$ cat src/design/aic_pkg.sv
// Types and constants of the accessory ID classifier.
`timescale 1ns / 1ps

package aic_pkg;

	localparam int CNT_W = 4;

	typedef enum logic [3:0] {
		T_UNDOCKED = 4'd0,
		T_UNDEF    = 4'd1,
		T_DESK     = 4'd2,
		T_CAR      = 4'd3,
		T_HEADSET  = 4'd4,
		T_DMB      = 4'd5,
		T_MHL      = 4'd6,
		T_ADOCK    = 4'd7,
		T_HOST     = 4'd8
	} aic_type_t;

	// configuration register indexes
	localparam logic [2:0] CFG_ADC_DETECT = 3'd0;
	localparam logic [2:0] CFG_MHL_SUPP   = 3'd1;
	localparam logic [2:0] CFG_MHL_FORCED = 3'd2;
	localparam logic [2:0] CFG_HOST_SUPP  = 3'd3;
	localparam logic [2:0] CFG_HS_DMB_WIN = 3'd4;

	// headset event, USB path and host notify codes
	localparam logic [1:0] HS_NONE      = 2'd0;
	localparam logic [1:0] HS_USB_AUDIO = 2'd1;
	localparam logic [1:0] HS_NO_HS     = 2'd2;
	localparam logic [1:0] PATH_KEEP    = 2'd0;
	localparam logic [1:0] PATH_AUDIO   = 2'd1;
	localparam logic [1:0] PATH_TO_USB  = 2'd2;
	localparam logic [1:0] HOST_NONE    = 2'd0;
	localparam logic [1:0] HOST_CONN    = 2'd1;
	localparam logic [1:0] HOST_DISC    = 2'd2;

	// first reading windows, bounds exclusive
	localparam logic signed [12:0] A_MID_LO  = -13'sd100;
	localparam logic signed [12:0] A_MID_HI  = 13'sd100;
	localparam logic signed [12:0] A_CAR_LO  = 13'sd150;
	localparam logic signed [12:0] A_CAR_HI  = 13'sd220;
	localparam logic signed [12:0] A_HS_LO   = 13'sd370;
	localparam logic signed [12:0] A_HS_HI   = 13'sd440;
	localparam logic signed [12:0] A_DMB_HI  = 13'sd550;
	localparam logic signed [12:0] A_DESK_HI = 13'sd900;

	// second reading windows, bounds inclusive
	localparam logic [11:0] S_MHL_LO = 12'd776;
	localparam logic [11:0] S_MHL_HI = 12'd1020;
	localparam logic [11:0] S_AD_LO  = 12'd1021;
	localparam logic [11:0] S_AD_HI  = 12'd1224;

	typedef struct packed {
		logic adc_detect_enable;
		logic mhl_supported;
		logic mhl_forced;
		logic usb_host_supported;
		logic headset_dmb_windows;
	} aic_cfg_t;

	typedef struct packed {
		logic       type_stable;
		aic_type_t  sample_type;
		aic_type_t  accessory_now;
		logic       switch_written;
		aic_type_t  switch_value;
		logic [1:0] headset_event;
		logic [1:0] usb_path;
		logic       charge_clear;
		logic [1:0] host_notify;
		logic       irq_enable;
		logic       irq_trigger_high;
	} aic_result_t;

endpackage

$ cat src/design/aic_classify.sv
// Window classifier: maps one ID sample to an accessory type.
`timescale 1ns / 1ps

module aic_classify import aic_pkg::*; (
	input  aic_cfg_t           cfg,
	input  logic               id_pin_high,
	input  logic               redetect,
	input  logic signed [12:0] adc_first,
	input  logic [11:0]        adc_second,
	output aic_type_t          sample_type
);

	aic_type_t second_type;

	always_comb begin
		priority if (cfg.mhl_forced || (adc_second >= S_MHL_LO && adc_second <= S_MHL_HI)) begin
			second_type = cfg.mhl_supported ? T_MHL : T_UNDEF;
		end else if (adc_second >= S_AD_LO && adc_second <= S_AD_HI) begin
			second_type = T_ADOCK;
		end else begin
			second_type = cfg.usb_host_supported ? T_HOST : T_UNDEF;
		end
	end

	always_comb begin
		priority if (id_pin_high && !redetect) begin
			sample_type = T_UNDOCKED;
		end else if (adc_first > A_MID_LO && adc_first < A_MID_HI) begin
			sample_type = second_type;
		end else if (adc_first > A_CAR_LO && adc_first < A_CAR_HI) begin
			sample_type = T_CAR;
		end else if (cfg.headset_dmb_windows && adc_first > A_HS_LO && adc_first < A_HS_HI) begin
			sample_type = T_HEADSET;
		end else if (cfg.headset_dmb_windows && adc_first > A_HS_HI && adc_first < A_DMB_HI) begin
			sample_type = T_DMB;
		end else if (adc_first > A_DMB_HI && adc_first < A_DESK_HI) begin
			sample_type = T_DESK;
		end else begin
			sample_type = T_UNDEF;
		end
	end

endmodule

$ cat src/design/aic_tracker.sv
// Debounce counter and accessory state: turns a classified type into actions.
`timescale 1ns / 1ps

module aic_tracker import aic_pkg::*; #(
	parameter int STABLE_SAMPLES = 3
) (
	input  logic        clk,
	input  logic        arst_n,
	input  logic        advance,
	input  logic        adc_detect_enable,
	input  logic        id_pin_high,
	input  aic_type_t   class_type,
	output aic_result_t result
);

	localparam logic [CNT_W-1:0] STABLE_CNT = CNT_W'(STABLE_SAMPLES);

	aic_type_t        last_type_q;
	logic [CNT_W-1:0] repeat_q;
	aic_type_t        acc_q;
	aic_type_t        sw_q;

	logic [CNT_W-1:0] rc_base;
	logic [CNT_W-1:0] rc_next;
	logic             stable;
	aic_type_t        cur_type;
	aic_type_t        acc_next;
	aic_type_t        sw_next;
	logic             sw_w;
	logic [1:0]       hs;
	logic [1:0]       path;
	logic             chg;
	logic [1:0]       host;
	logic             irq_en;
	logic             irq_hi;

	always_comb begin
		rc_base = (repeat_q >= STABLE_CNT) ? '0 : repeat_q;
		rc_next = (class_type == last_type_q) ? rc_base + 1'b1 : '0;
		stable  = !adc_detect_enable || (rc_next >= STABLE_CNT);
		cur_type = adc_detect_enable ? class_type : T_UNDOCKED;
	end

	always_comb begin
		acc_next = acc_q;
		sw_next  = sw_q;
		sw_w     = 1'b0;
		hs       = HS_NONE;
		path     = PATH_KEEP;
		chg      = 1'b0;
		host     = HOST_NONE;

		// leaving audio dock for any real accessory
		if (acc_q == T_ADOCK && cur_type != T_UNDEF && cur_type != T_UNDOCKED) begin
			sw_w     = 1'b1;
			sw_next  = T_UNDOCKED;
			hs       = HS_NO_HS;
			acc_next = T_UNDOCKED;
		end

		unique case (cur_type)
			T_DESK, T_CAR, T_MHL, T_DMB, T_HOST: begin
				sw_w     = 1'b1;
				sw_next  = cur_type;
				acc_next = cur_type;
				chg      = (cur_type == T_DMB);
				if (cur_type == T_HOST) host = HOST_CONN;
			end
			T_HEADSET: begin
				acc_next = T_HEADSET;
				path     = PATH_AUDIO;
				hs       = HS_USB_AUDIO;
			end
			T_ADOCK: begin
				sw_w     = 1'b1;
				sw_next  = T_DESK;
				acc_next = T_ADOCK;
			end
			T_UNDEF, T_UNDOCKED: begin
				// removal
				unique case (acc_q)
					T_DESK, T_CAR, T_DMB: begin
						sw_w     = 1'b1;
						sw_next  = T_UNDOCKED;
						acc_next = T_UNDOCKED;
					end
					T_HEADSET: begin
						hs       = HS_NO_HS;
						path     = PATH_TO_USB;
						acc_next = T_UNDOCKED;
					end
					T_MHL: begin
						sw_w    = 1'b1;
						sw_next = T_UNDOCKED;
					end
					T_HOST: begin
						host     = HOST_DISC;
						sw_w     = 1'b1;
						sw_next  = T_UNDOCKED;
						acc_next = T_UNDOCKED;
					end
					T_ADOCK: begin
						sw_w     = 1'b1;
						sw_next  = T_UNDOCKED;
						hs       = HS_NO_HS;
						acc_next = T_UNDOCKED;
					end
					default: begin
					end
				endcase
			end
			default: begin
			end
		endcase

		irq_en = (acc_next != T_MHL);
		irq_hi = 1'b0;
		if (acc_next != T_MHL) irq_hi = (acc_next == T_UNDOCKED) ? !id_pin_high : 1'b1;
	end

	always_comb begin
		result.type_stable   = stable;
		result.sample_type   = cur_type;
		result.accessory_now = stable ? acc_next : acc_q;
		result.switch_written = stable & sw_w;
		result.switch_value  = stable ? sw_next : sw_q;
		result.headset_event = stable ? hs : HS_NONE;
		result.usb_path      = stable ? path : PATH_KEEP;
		result.charge_clear  = stable & chg;
		result.host_notify   = stable ? host : HOST_NONE;
		result.irq_enable    = stable & irq_en;
		result.irq_trigger_high = stable & irq_hi;
	end

	always_ff @(posedge clk or negedge arst_n) begin
		if (!arst_n) begin
			last_type_q <= T_UNDOCKED;
			repeat_q    <= '0;
			acc_q       <= T_UNDOCKED;
			sw_q        <= T_UNDOCKED;
		end else if (advance) begin
			if (adc_detect_enable) begin
				last_type_q <= class_type;
				repeat_q    <= rc_next;
			end
			if (stable) begin
				acc_q <= acc_next;
				sw_q  <= sw_next;
			end
		end
	end

endmodule

$ cat src/design/accessory_id_classifier.sv
// Top level of the accessory ID classifier.
`timescale 1ns / 1ps
//
// One ID-pin sample enters per word on the s_axis channel; one result word
// leaves on the m_axis channel for every sample, in order.
// A sample is held in an input register, classified and run through the
// debounce counter and accessory state in one combinational pass, and the
// result lands in the output register, which drives m_axis_tvalid; one word
// per cycle while the receiver does not stall. m_axis_tuser is 1 once the
// type has repeated STABLE_SAMPLES times after its first sighting, or while
// detection is off, and its actions apply; 0 marks a pending sample.
// Configuration is written through cfg_we / cfg_index / cfg_data and takes
// effect on the next sample; write only while the block is empty.
// Reset clears the stored accessory, dock switch value and debounce state to
// undocked and restores the default configuration. When the receiver stalls
// the output word holds, one sample waits in the input register and
// s_axis_tready drops until the output moves.
//
module accessory_id_classifier import aic_pkg::*; #(
	parameter int STABLE_SAMPLES = 3
) (
	input  logic        clk,
	input  logic        arst_n,
	input  logic        s_axis_tvalid,
	output logic        s_axis_tready,
	input  logic [31:0] s_axis_tdata,  // adc_first[12:0], adc_second[24:13], zero
	input  logic [1:0]  s_axis_tuser,  // id_pin_high[0], redetect[1]
	output logic        m_axis_tvalid,
	input  logic        m_axis_tready,
	output logic [23:0] m_axis_tdata,  // sample_type, accessory_now, switch_written,
	                                   // switch_value, headset_event, usb_path,
	                                   // charge_clear, host_notify, irq_enable,
	                                   // irq_trigger_high, zero
	output logic        m_axis_tuser,  // type_stable
	input  logic        cfg_we,
	input  logic [2:0]  cfg_index,
	input  logic        cfg_data
);

	aic_cfg_t           cfg_q;
	logic               valid_s1;
	logic               pin_s1;
	logic               redet_s1;
	logic signed [12:0] adc_first_s1;
	logic [11:0]        adc_second_s1;
	logic               valid_s2;
	aic_result_t        res_s2;
	logic               advance;
	aic_type_t          class_type;
	aic_result_t        result;

	assign advance       = valid_s1 && (!valid_s2 || m_axis_tready);
	assign s_axis_tready = !valid_s1 || advance;

	always_ff @(posedge clk or negedge arst_n) begin
		if (!arst_n) begin
			cfg_q.adc_detect_enable   <= 1'b1;
			cfg_q.mhl_supported       <= 1'b1;
			cfg_q.mhl_forced          <= 1'b0;
			cfg_q.usb_host_supported  <= 1'b1;
			cfg_q.headset_dmb_windows <= 1'b1;
		end else if (cfg_we) begin
			unique case (cfg_index)
				CFG_ADC_DETECT: cfg_q.adc_detect_enable   <= cfg_data;
				CFG_MHL_SUPP:   cfg_q.mhl_supported       <= cfg_data;
				CFG_MHL_FORCED: cfg_q.mhl_forced          <= cfg_data;
				CFG_HOST_SUPP:  cfg_q.usb_host_supported  <= cfg_data;
				CFG_HS_DMB_WIN: cfg_q.headset_dmb_windows <= cfg_data;
				default: begin
				end
			endcase
		end
	end

	// input register
	always_ff @(posedge clk or negedge arst_n) begin
		if (!arst_n) begin
			valid_s1 <= 1'b0;
		end else if (s_axis_tready) begin
			valid_s1 <= s_axis_tvalid;
		end
	end

	always_ff @(posedge clk) begin
		if (s_axis_tready && s_axis_tvalid) begin
			pin_s1        <= s_axis_tuser[0];
			redet_s1      <= s_axis_tuser[1];
			adc_first_s1  <= s_axis_tdata[12:0];
			adc_second_s1 <= s_axis_tdata[24:13];
		end
	end

	aic_classify u_classify (
		.cfg         (cfg_q),
		.id_pin_high (pin_s1),
		.redetect    (redet_s1),
		.adc_first   (adc_first_s1),
		.adc_second  (adc_second_s1),
		.sample_type (class_type)
	);

	aic_tracker #(
		.STABLE_SAMPLES (STABLE_SAMPLES)
	) u_tracker (
		.clk               (clk),
		.arst_n            (arst_n),
		.advance           (advance),
		.adc_detect_enable (cfg_q.adc_detect_enable),
		.id_pin_high       (pin_s1),
		.class_type        (class_type),
		.result            (result)
	);

	// result register
	always_ff @(posedge clk or negedge arst_n) begin
		if (!arst_n) begin
			valid_s2 <= 1'b0;
		end else if (!valid_s2 || m_axis_tready) begin
			valid_s2 <= valid_s1;
		end
	end

	always_ff @(posedge clk) begin
		if (advance) begin
			res_s2 <= result;
		end
	end

	assign m_axis_tvalid = valid_s2;
	assign m_axis_tuser  = res_s2.type_stable;
	assign m_axis_tdata  = {2'b00,
	                        res_s2.irq_trigger_high,
	                        res_s2.irq_enable,
	                        res_s2.host_notify,
	                        res_s2.charge_clear,
	                        res_s2.usb_path,
	                        res_s2.headset_event,
	                        res_s2.switch_value,
	                        res_s2.switch_written,
	                        res_s2.accessory_now,
	                        res_s2.sample_type};

endmodule

$ cat config.mk
export PLATFORM = sky130hd
export DESIGN_NAME = accessory_id_classifier
export DESIGN_NICKNAME = d
export VERILOG_FILES = /design/src/design/aic_pkg.sv /design/src/design/aic_classify.sv /design/src/design/aic_tracker.sv /design/src/design/accessory_id_classifier.sv
export SDC_FILE = /design/constraint.sdc
export NUM_CORES = 1
export LEC_CHECK = 0
export BUFFER_PORTS_ARGS = -buffer_cell sky130_fd_sc_hd__buf_2
export CAP_MARGIN = 20
export CORE_MARGIN = 3
export CORE_UTILIZATION = 35
export DETAILED_ROUTE_END_ITERATION = 10
export PLACE_DENSITY = 0.6
export SLEW_MARGIN = 10
export SYNTH_ARGS = -nofsm -noshare
export SYNTH_HDL_FRONTEND = slang
export SYNTH_HIERARCHICAL = 1
export SYNTH_SLANG_ARGS = --single-unit
$ cat constraint.sdc
create_clock -name clk -period 3.5 [get_ports clk]
set_input_delay 0.175 -clock clk [delete_from_list [all_inputs] [get_ports clk]]
set_output_delay 0.175 -clock clk [all_outputs]
set_load 0.1 [all_outputs]
# After elaboration in Yosys (flattened, before gate mapping)
# Index checks and enable logic that the tools add are counted.
# op_classes
n_eq_ne	22
n_bitwise	4
reduce_logical	39
n_mux	35
addsub	1
order_cmp	16
# ops
op	n
two-way mux 4 bit	17
== test 4 x 3 -> 1 bit (second input constant)	8
greater-than comparator 13 x 10 -> 1 bit (second input constant)	2
less-than comparator 13 x 11 -> 1 bit (second input constant)	2
>= comparator 12 x 10 -> 1 bit (second input constant)	2
OR reduction 6 bit	3
== test 4 x 2 -> 1 bit (second input constant)	4
case mux 4 bit (4 select lines)	1
logical AND 1 bit	14
greater-than comparator 13 x 11 -> 1 bit (second input constant)	1
greater-than comparator 13 x 8 -> 1 bit (second input constant)	1
greater-than comparator 13 x 9 -> 1 bit (second input constant)	1
less-than comparator 13 x 10 -> 1 bit (second input constant)	1
less-than comparator 13 x 8 -> 1 bit (second input constant)	1
less-than comparator 13 x 9 -> 1 bit (second input constant)	1
<= comparator 12 x 10 -> 1 bit (second input constant)	1
<= comparator 12 x 11 -> 1 bit (second input constant)	1
case mux 2 bit (2 select lines)	3
case mux 4 bit (3 select lines)	1
AND reduction 2 bit	6
two-way mux 2 bit	5
== test 4 bit (second input constant)	2
>= comparator 4 x 2 -> 1 bit (second input constant)	2
logical NOT 4 bit	2
other kinds (18)	35
# word_totals
ff_bits	73
inputBits	43
output_inout_bits	27

# Logic depth before layout (Yosys ltp)
# Gate-level depths: netlist of run 1.
# logic_depth
depth_word	19
ltp_mapped	16

# By module
# Netlist of run 1, hierarchy kept.
# by_module_without_submodules
module	n_inst	area_per_inst_um2	seq_area_each_um2	cells_per_inst
accessory_id_classifier	1	1868.0	1681.6	76
aic_tracker	1	1323.8	400.4	156
aic_classify	1	503.0	0.0	76

# Worst setup path before layout of run 1
# Ideal clock, no wire load.
# synth_path
path_type	register to register
start	register adc_second_s1[6]
end	register res_s2 (netlist bit m_axis_tdata[7]) (data pin)
setup_slack_ns	0.350
n_path_buf	2
required_ns	3.238
period_less_slack_ns	3.150
arrival_ns	2.887
path_stages_with_launch	14
cell_sequence	edfxtp_1 -> nor4_1 -> nand2_1 -> o211ai_1 -> mux2_2 -> a221oi_1 -> xnor2_1 -> nand4_1 -> o21a_1 -> buf_6 -> inv_4 -> buf_6 -> a21oi_1 -> or2_2
# synth_rtl
item	line	text
start: declaration	accessory_id_classifier.sv:45	logic [11:0] adc_second_s1;
start signal: assignment	accessory_id_classifier.sv:89	adc_second_s1 <= s_axis_tdata[24:13];
end signal: assignment	accessory_id_classifier.sv:125	res_s2 <= result;
end: declaration	accessory_id_classifier.sv:47	aic_result_t res_s2;

==> results of run 1 <==
==> cell type report <==
cell class	instances	area [um2]	share of cell area
Sequential cell	73	2080	0.437
Multi-Input combinational cell	202	1490	0.312
Timing Repair Buffer	112	781	0.164
Tap cell	133	166	0.0349
Clock buffer	9	124	0.0260
Clock inverter	7	76.3	0.0160
Inverter	13	51.3	0.0108
==> synth_stat cells, types with 6 or more instances <==
library cell   n  share of area
edfxtp_1      50           0.41
dfrtp_1       19           0.13
nand2_1       19          0.019
nor2_1        17          0.017
inv_1         12          0.012
a22o_1        11          0.026
a21oi_1        8          0.011
nand3_1        8          0.011
nor3_1         8          0.011
a21o_1         7          0.014
clkbuf_1       7         0.0071
o21ai_0        7         0.0095
buf_2          6         0.0081
mux2_2         6          0.018
nor4_1         6          0.010
==> layer usage <==
metal	GRT usage	part of all wire	vias up
li1	-	-	1397
met1	0.198	0.46	1363
met2	0.234	0.48	88
met3	0.0379	0.050	8
met4	0.0424	0.0094	0
met5	0	0	-
==> power groups by stage <==
stage                     Sequential, W  Clock [W]  Combinational (W)
after floorplan                 0.00142          0           0.000442
after global placement          0.00118          0           0.000811
after detailed placement        0.00119          0           0.000815
after CTS                       0.00117   0.000701           0.000843
after global routing            0.00119   0.000736           0.000933
final                           0.00117   0.000682           0.000870
==> metrics by stage <==
stage	util	instance area, um2
after global placement	0.419	4190
after global routing	0.477	4770
final	0.477	4770
after CTS	0.467	4670
after detailed placement	0.419	4190
after floorplan	-	3700
==> worst reg2reg max path, stage by stage, from the launching register on <==
cell,delay [ns]
edfxtp_1,0.42
nor4_1,0.29
nand2_1,0.09
o211ai_1,0.17
mux2_2,0.41
a221oi_2,0.37
buf_4,0.24
or3b_1,0.37
a21oi_2,0.20
a211oi_2,0.12
o21ai_2,0.27
o2bb2ai_1,0.17
==> flip-flops by register name (all words and copies together) (netlist names), 4 cells and up <==
register,count
adc_first_s1,13
adc_second_s1,12
cfg_q,5
m_axis_tdata,22
u_tracker/acc_q,4
u_tracker/last_type_q,4
u_tracker/repeat_q,4
u_tracker/sw_q,4
==> final timing paths <==
check	from	endpoint	slack, ns	depth (start not counted)
max	adc_second_s1[6]	m_axis_tdata[9]	0.22	11
min	s_axis_tvalid	valid_s1	0.02	2
max reg2reg	adc_second_s1[6]	m_axis_tdata[9]	0.22	11
min reg2reg	u_tracker/sw_q[2]	u_tracker/sw_q[2]	0.51	1
max in group asynchronous	arst_n	cfg_q[3]	2.80	2
min in group asynchronous	arst_n	u_tracker/acc_q[2]	0.32	2
==> cell families after synthesis <==
family,after synthesis
adders and majority gates,1
muxes,10
xor gates and xnor gates,6
DFF,73
AOI/OAI and AO/OA,76
other,1
buffers and inverters,34
and+or+nand+nor,107
==> repair_timing <==
item / 4_1_cts / 5_1_grt
hold buffers: 28 / 0
buffers inserted: 0 / 4
gates resized for setup: 0 / 8
hold endpoints to repair: 46 / 0
endpoints found under the setup margin: 0 / 17
==> metrics.cfg, run 1 <==
[detailed_routing]
wl_per_cell_um = 15.1
ant_nets = 0
drt_first_pass_iters = 6
vias = 2856
drt_iter0_drc = 160
wl_um = 8280
via_per_inst = 5.20
drc_errors = 0

[final_layout]
nets = 455
nFillCells = 922
fin_cells = 549
n_antenna_cell = 0
mostFrequentLayoutCell = buf_2
drive_above_1_share = 0.327
final_cell_mix = buf_2 (60), edfxtp_1 (50), dlygate4sd3_1 (28), buf_4 (23)
area_growth_pct = 29.1

[clock_tree]
insertion_delay_ns = 0.35
clockBufferDepth = 2
clock-sinks = 73
cts-htree-levels = 3
cts_tree = done
cts_buffers = 9
path_clk_slew_ns = 0.08
root_buffer = clkbuf_8

[flow_run]
cap_viol_max_count = 0

[timing]
finalHoldWorstSlack_ns = 0.0220
hold_viol_final = 0
final.setup_skew_ns = 0.0175
period_minus_slack_ns = 3.28
worst_pin_slew_ns = 0.820
setup_viol = 0
max-slew-margin-rel = 0.453
worst_slack_ns = 0.215
slew_violations = 0
rsz0062_at_grt = no
max_freq_ghz = 0.304
fin_crit_sh = 0.939
setup_tns_ns = 0

[global_route]
grtUsageTotal = 0.147
overflow = 0
antenna_found_initial = 0
grt_pass1_vias = 2818
grt_max_degree = 28
grt_pass1_wl_um = 13600

[power_and_ir_drop]
power_per_cell_area_mw_per_mm2 = 571
p_int_w = 0.00168
switching_share = 0.382
p_leak_nw = 1.93
irDropWorstVdd_mv = 0.279
p_clk_frac = 0.250
power.switching_w = 0.00104
p_total_w = 0.00272
comb_power_share = 0.320
pwr-share-seq = 0.430

[floorplanning]
die_y_um = 109
rows = 36
dieArea_mm2 = 0.0118
start_util = 0.369
core_area_mm2 = 0.0100
ios = 70
die_w_um = 109

[setup_path]
crit_chain = nor4_1, nand2_1, o211ai_1, mux2_2, a221oi_2, buf_4, or3b_1, a21oi_2, a211oi_2, o21ai_2, o2bb2ai_1
cpMaxStageDelayCell = edfxtp_1
crit_path_max_incr_delay_ns = 0.42
required_ns = 3.68
path_max_fanout = 8
critPathArrivalTime_ns = 3.47
cp_num_buf_inv = 1
start_kind = flop
end_kind = flop
path_class = reg2reg
crit_family = compound AO/OA/AOI/OAI gates

[logic_synthesis]
syn-cell-area_mm2 = 0.00369
async_reset_ff_frac = 0.315
syn_avg_cell_area_um2 = 12.0
synth_cell_type_count = 69
synthAdderAreaFrac = 0.00339
synth_edf_count = 50
synth_compound_area_frac = 0.157
synth-xor-area-share = 0.0142
synth-simple-area-share = 0.180
synth_top_family_by_area = simple AND/OR/NAND/NOR gates
ys.flop_type = edfxtp_1
synth_mux_area_frac = 0.0332
syn_inst = 308
yosys_warnings = 6
yosysSeqAreaShare = 0.563
synth_seq_cells = 73

[placement]
portBuffers = 60
dp_hpwl_um = 5590
dp_cells = 500
gp_congestion = 0.855
place_ws_ns = 0.104

[worst_hold_path]
hold_path.class = in2reg

[status]
status = finished clean

Note: power is estimated with default switching activity, not from simulation.
==> run 2: changes to the inputs <==
- ABC_AREA: unset -> 1
- BUFFER_PORTS_ARGS: -buffer_cell sky130_fd_sc_hd__buf_2 -> unset
- CORE_UTILIZATION: 35 -> 23
- DONT_BUFFER_PORTS: unset -> 1
- PLACE_DENSITY: 0.6 -> 0.41
==> metrics.cfg, run 2 <==
[status]
status = finished clean

[logic_synthesis]
synth-xor-area-share = 0.00941  ; -0.00481
syn_inst = 440  ; +43%
yosys-top-cells-count = nand2_1 (139), nor2_1 (61), inv_1 (57), edfxtp_1 (50), nand3_1 (36)
synth.area.top_cells = edfxtp_1 (40%), nand2_1 (14%), dfrtp_1 (13%)
yosys_warnings = 6  ; unchanged
synth-simple-area-share = 0.309  ; +0.129
synth_mux_area_frac = 0  ; -0.0332
synth.largest_area_cell = edfxtp_1
yosysMostFrequentCell = nand2_1
syn-cell-area_mm2 = 0.00372  ; +0.74%
synth_edf_count = 50  ; unchanged
synth_cell_type_count = 34  ; -51%
synth_top_cell_area_share = 0.403  ; -0.00301
async_reset_ff_frac = 0.315  ; unchanged
synth_compound_area_frac = 0.0403  ; -0.117
synth_seq_cells = 73  ; unchanged
yosysSeqAreaShare = 0.559  ; -0.00417
syn_avg_cell_area_um2 = 8.46  ; -29%
synthAdderAreaFrac = 0.00336  ; -0.0000250
ys.flop_type = edfxtp_1
synth_top_family_by_area = simple AND/OR/NAND/NOR gates

[placement]
dp_hpwl_um = 6170  ; +10%
gp_congestion = 0.814  ; -4.8%
portBuffers = 0  ; -100%
dpl-instance-area_mm2 = 0.00398  ; -5.1%

[global_route]
grt_pass1_wl_um = 14100  ; +4.0%
grt_max_degree = 28  ; unchanged
grt_pass1_vias = 2896  ; +2.8%
overflow = 0  ; unchanged
grtUsageTotal = 0.0996  ; -0.0473
antenna_found_initial = 0  ; unchanged

[flow_run]
cap_viol_max_count = 0  ; unchanged

[clock_tree]
root_buffer = clkbuf_16
path_clk_slew_ns = 0.06  ; -0.02 ns
cts-htree-levels = 3  ; unchanged
insertion_delay_ns = 0.34  ; about the same
cts_tree = done
cts_buffers = 9  ; unchanged
clockBufferDepth = 2  ; unchanged
clock-sinks = 73  ; unchanged
post_cts_resized = 0  ; unchanged

[worst_hold_path]
whs_endpoint = cfg_q[2]
hold_path.class = in2reg
hp-start = cfg_index[0]
hold_depth = 3  ; +1

[detailed_routing]
wl_per_cell_um = 12.0  ; -20%
drt_iter0_drc = 118  ; -26%
wl_met2_um = 3670  ; -7.1%
drc_errors = 0  ; unchanged
dr.max_layer_used = met4
wl_met3_um = 378  ; -7.8%
vias = 2897  ; +1.4%
ant_nets = 0  ; unchanged
via_per_inst = 4.13  ; -21%
drt-met1-wl_um = 4260  ; +11%
wl_um = 8420  ; +1.8%
drt_first_pass_iters = 6  ; unchanged

[setup_path]
start_kind = flop
path_max_fanout = 5  ; -3
critPathArrivalTime_ns = 3.08  ; -0.39 ns
timing.rr.start = adc_first_s1[12]
end_kind = flop
crit_chain = nor2_2, nand2_1, nor2_1, nand3_1, nand2_1, nand3_1, nand3_1, nand2_1, nor2_1, nand2_2, inv_1, nor2_1, nand3_2, nand3_2, nand2_1, nand4_1, nor2_1, inv_1, nor2_1, nor2_1
path_class = reg2reg
r2r-end = m_axis_tdata[21]
crit_family = simple AND/OR/NAND/NOR gates
r2r_cells = 20  ; +9
crit_cells = 20  ; +9
crit_path_max_incr_delay_ns = 0.44  ; +0.02 ns
required_ns = 3.59  ; -0.09 ns
rrSetupSlack_ns = 0.52  ; +0.30 ns
cpMaxStageDelayCell = edfxtp_1
cp_num_buf_inv = 2  ; +1
worst_path_most_repeated_cell = nor2_1

[timing]
rsz0062_at_grt = no
max-slew-margin-rel = 0.389  ; -0.0647
max_freq_ghz = 0.335  ; +10%
worst_pin_slew_ns = 0.919  ; +0.0990 ns
period_minus_slack_ns = 2.98  ; -0.302 ns
final.setup_skew_ns = 0.0117  ; -0.00583 ns
setup_tns_ns = 0  ; unchanged
setup_viol = 0  ; unchanged
slew_violations = 0  ; unchanged
hold_viol_final = 0  ; unchanged
fin_crit_sh = 0.852  ; -0.0862

[power_and_ir_drop]
power_per_cell_area_mw_per_mm2 = 690  ; +21%
p_total_w = 0.00323  ; +19%
irDropWorstVdd_mv = 0.234  ; -16%
p_leak_nw = 2.15  ; +11%

[final_layout]
final_cell_mix = nand2_1 (139), nor2_1 (61), inv_1 (57), edfxtp_1 (50), nand3_1 (36)
area_growth_pct = 26.0
final_area_mm2 = 0.00469  ; -1.7%
nFillCells = 1701  ; +84%
largest_reg_flops = 22  ; unchanged
n_antenna_cell = 0  ; unchanged
drive_above_1_share = 0.0959  ; -0.231
nets = 529  ; +16%
mostFrequentLayoutCell = nand2_1

[floorplanning]
dieArea_mm2 = 0.0177  ; +50%
ios = 70  ; unchanged
rows = 45  ; +25%
start_util = 0.240  ; -0.130
die_y_um = 133  ; +23%
core_area_mm2 = 0.0155  ; +55%
die_w_um = 133  ; +23%

[run 2: cell count changes in the layout (fill, tap and decap cells not counted), sizes merged, moves of 7 or more]
cell,previous run,this run
a22o,11,0
inv,15,62
dlygate4sd3,28,35
nand2,20,145
o21ai,8,15
mux2,9,0
nand3,9,42
buf,84,5
nor2,17,65
a21o,7,0
[run 2: worst max path at each step]
stage | start | to | slack (ns)
after CTS | adc_first_s1[12] | m_axis_tdata[21] | 0.47
after global placement | adc_first_s1[5] | m_axis_tdata[21] | 0.48
after global routing | adc_first_s1[12] | m_axis_tdata[21] | 0.12
final | adc_first_s1[12] | m_axis_tdata[21] | 0.52
after floorplan | m_axis_tvalid | u_tracker/repeat_q[1] | 0.45
after detailed placement | adc_first_s1[12] | m_axis_tdata[21] | 0.49
[run 2: layout make-up]
class / count / area (um2) / share of cell area
multi-input cells: 299 / 1370 / 0.291
repair buffers: 40 / 400 / 0.0854
clock inverters: 5 / 103 / 0.0219
clock buffers: 11 / 243 / 0.0517
flip-flops and latches: 73 / 2080 / 0.444
well taps: 211 / 264 / 0.0563
inverters: 62 / 233 / 0.0496
[run 2: metal layers]
metal	track usage	up-vias
li1	-	1495
met1	0.133	1328
met2	0.147	64
met3	0.0295	10
met4	0.0497	0
met5	0	-
[run 2: metrics by stage]
| stage | utilization | std cells | setup slack [ns] | hold WS, ns |
|---|---|---|---|---|
| final | 0.302 | 701 | 0.517 | 0.0284 |
| after global placement | 0.256 | 649 | 0.479 | -0.120 |
| after global routing | 0.302 | 701 | 0.120 | 0.0380 |
| after floorplan | - | 441 | 0.451 | -0.121 |
| after CTS | 0.302 | 701 | 0.469 | 0.00569 |
| after detailed placement | 0.256 | 649 | 0.491 | -0.120 |
[run 2: worst reg2reg max path: stages, from the launching register on]
cell and delay, ns:
edfxtp_1 0.44, nor2_2 0.14, nand2_1 0.12, nor2_1 0.15, nand3_1 0.12, nand2_1 0.10
nand3_1 0.11, nand3_1 0.09, nand2_1 0.05, nor2_1 0.29, nand2_2 0.15, inv_1 0.11
nor2_1 0.07, nand3_2 0.11, nand3_2 0.10, nand2_1 0.10, nand4_1 0.12, nor2_1 0.17
inv_1 0.06, nor2_1 0.11, nor2_1 0.05
[run 2: repair_timing]
action,CTS,global route
endpoints found under the hold margin,56,0
hold buffers,36,0
buffers inserted,0,0
[run 2: report_power, final]
part	internal, W	switching, W	leakage, nW
Combinational	0.000211	0.000408	1.20
Sequential	0.00110	0.000433	0.779
Clock	0.000716	0.000364	0.168
[run 2: kinds of logic after synthesis]
kind of cell	after synthesis
adder cells (fa/ha/maj)	1
AO/OA/AOI/OAI	26
flip-flops	73
other	1
buffers and inverters	69
AND/OR/NAND/NOR	266
XOR/XNOR	4
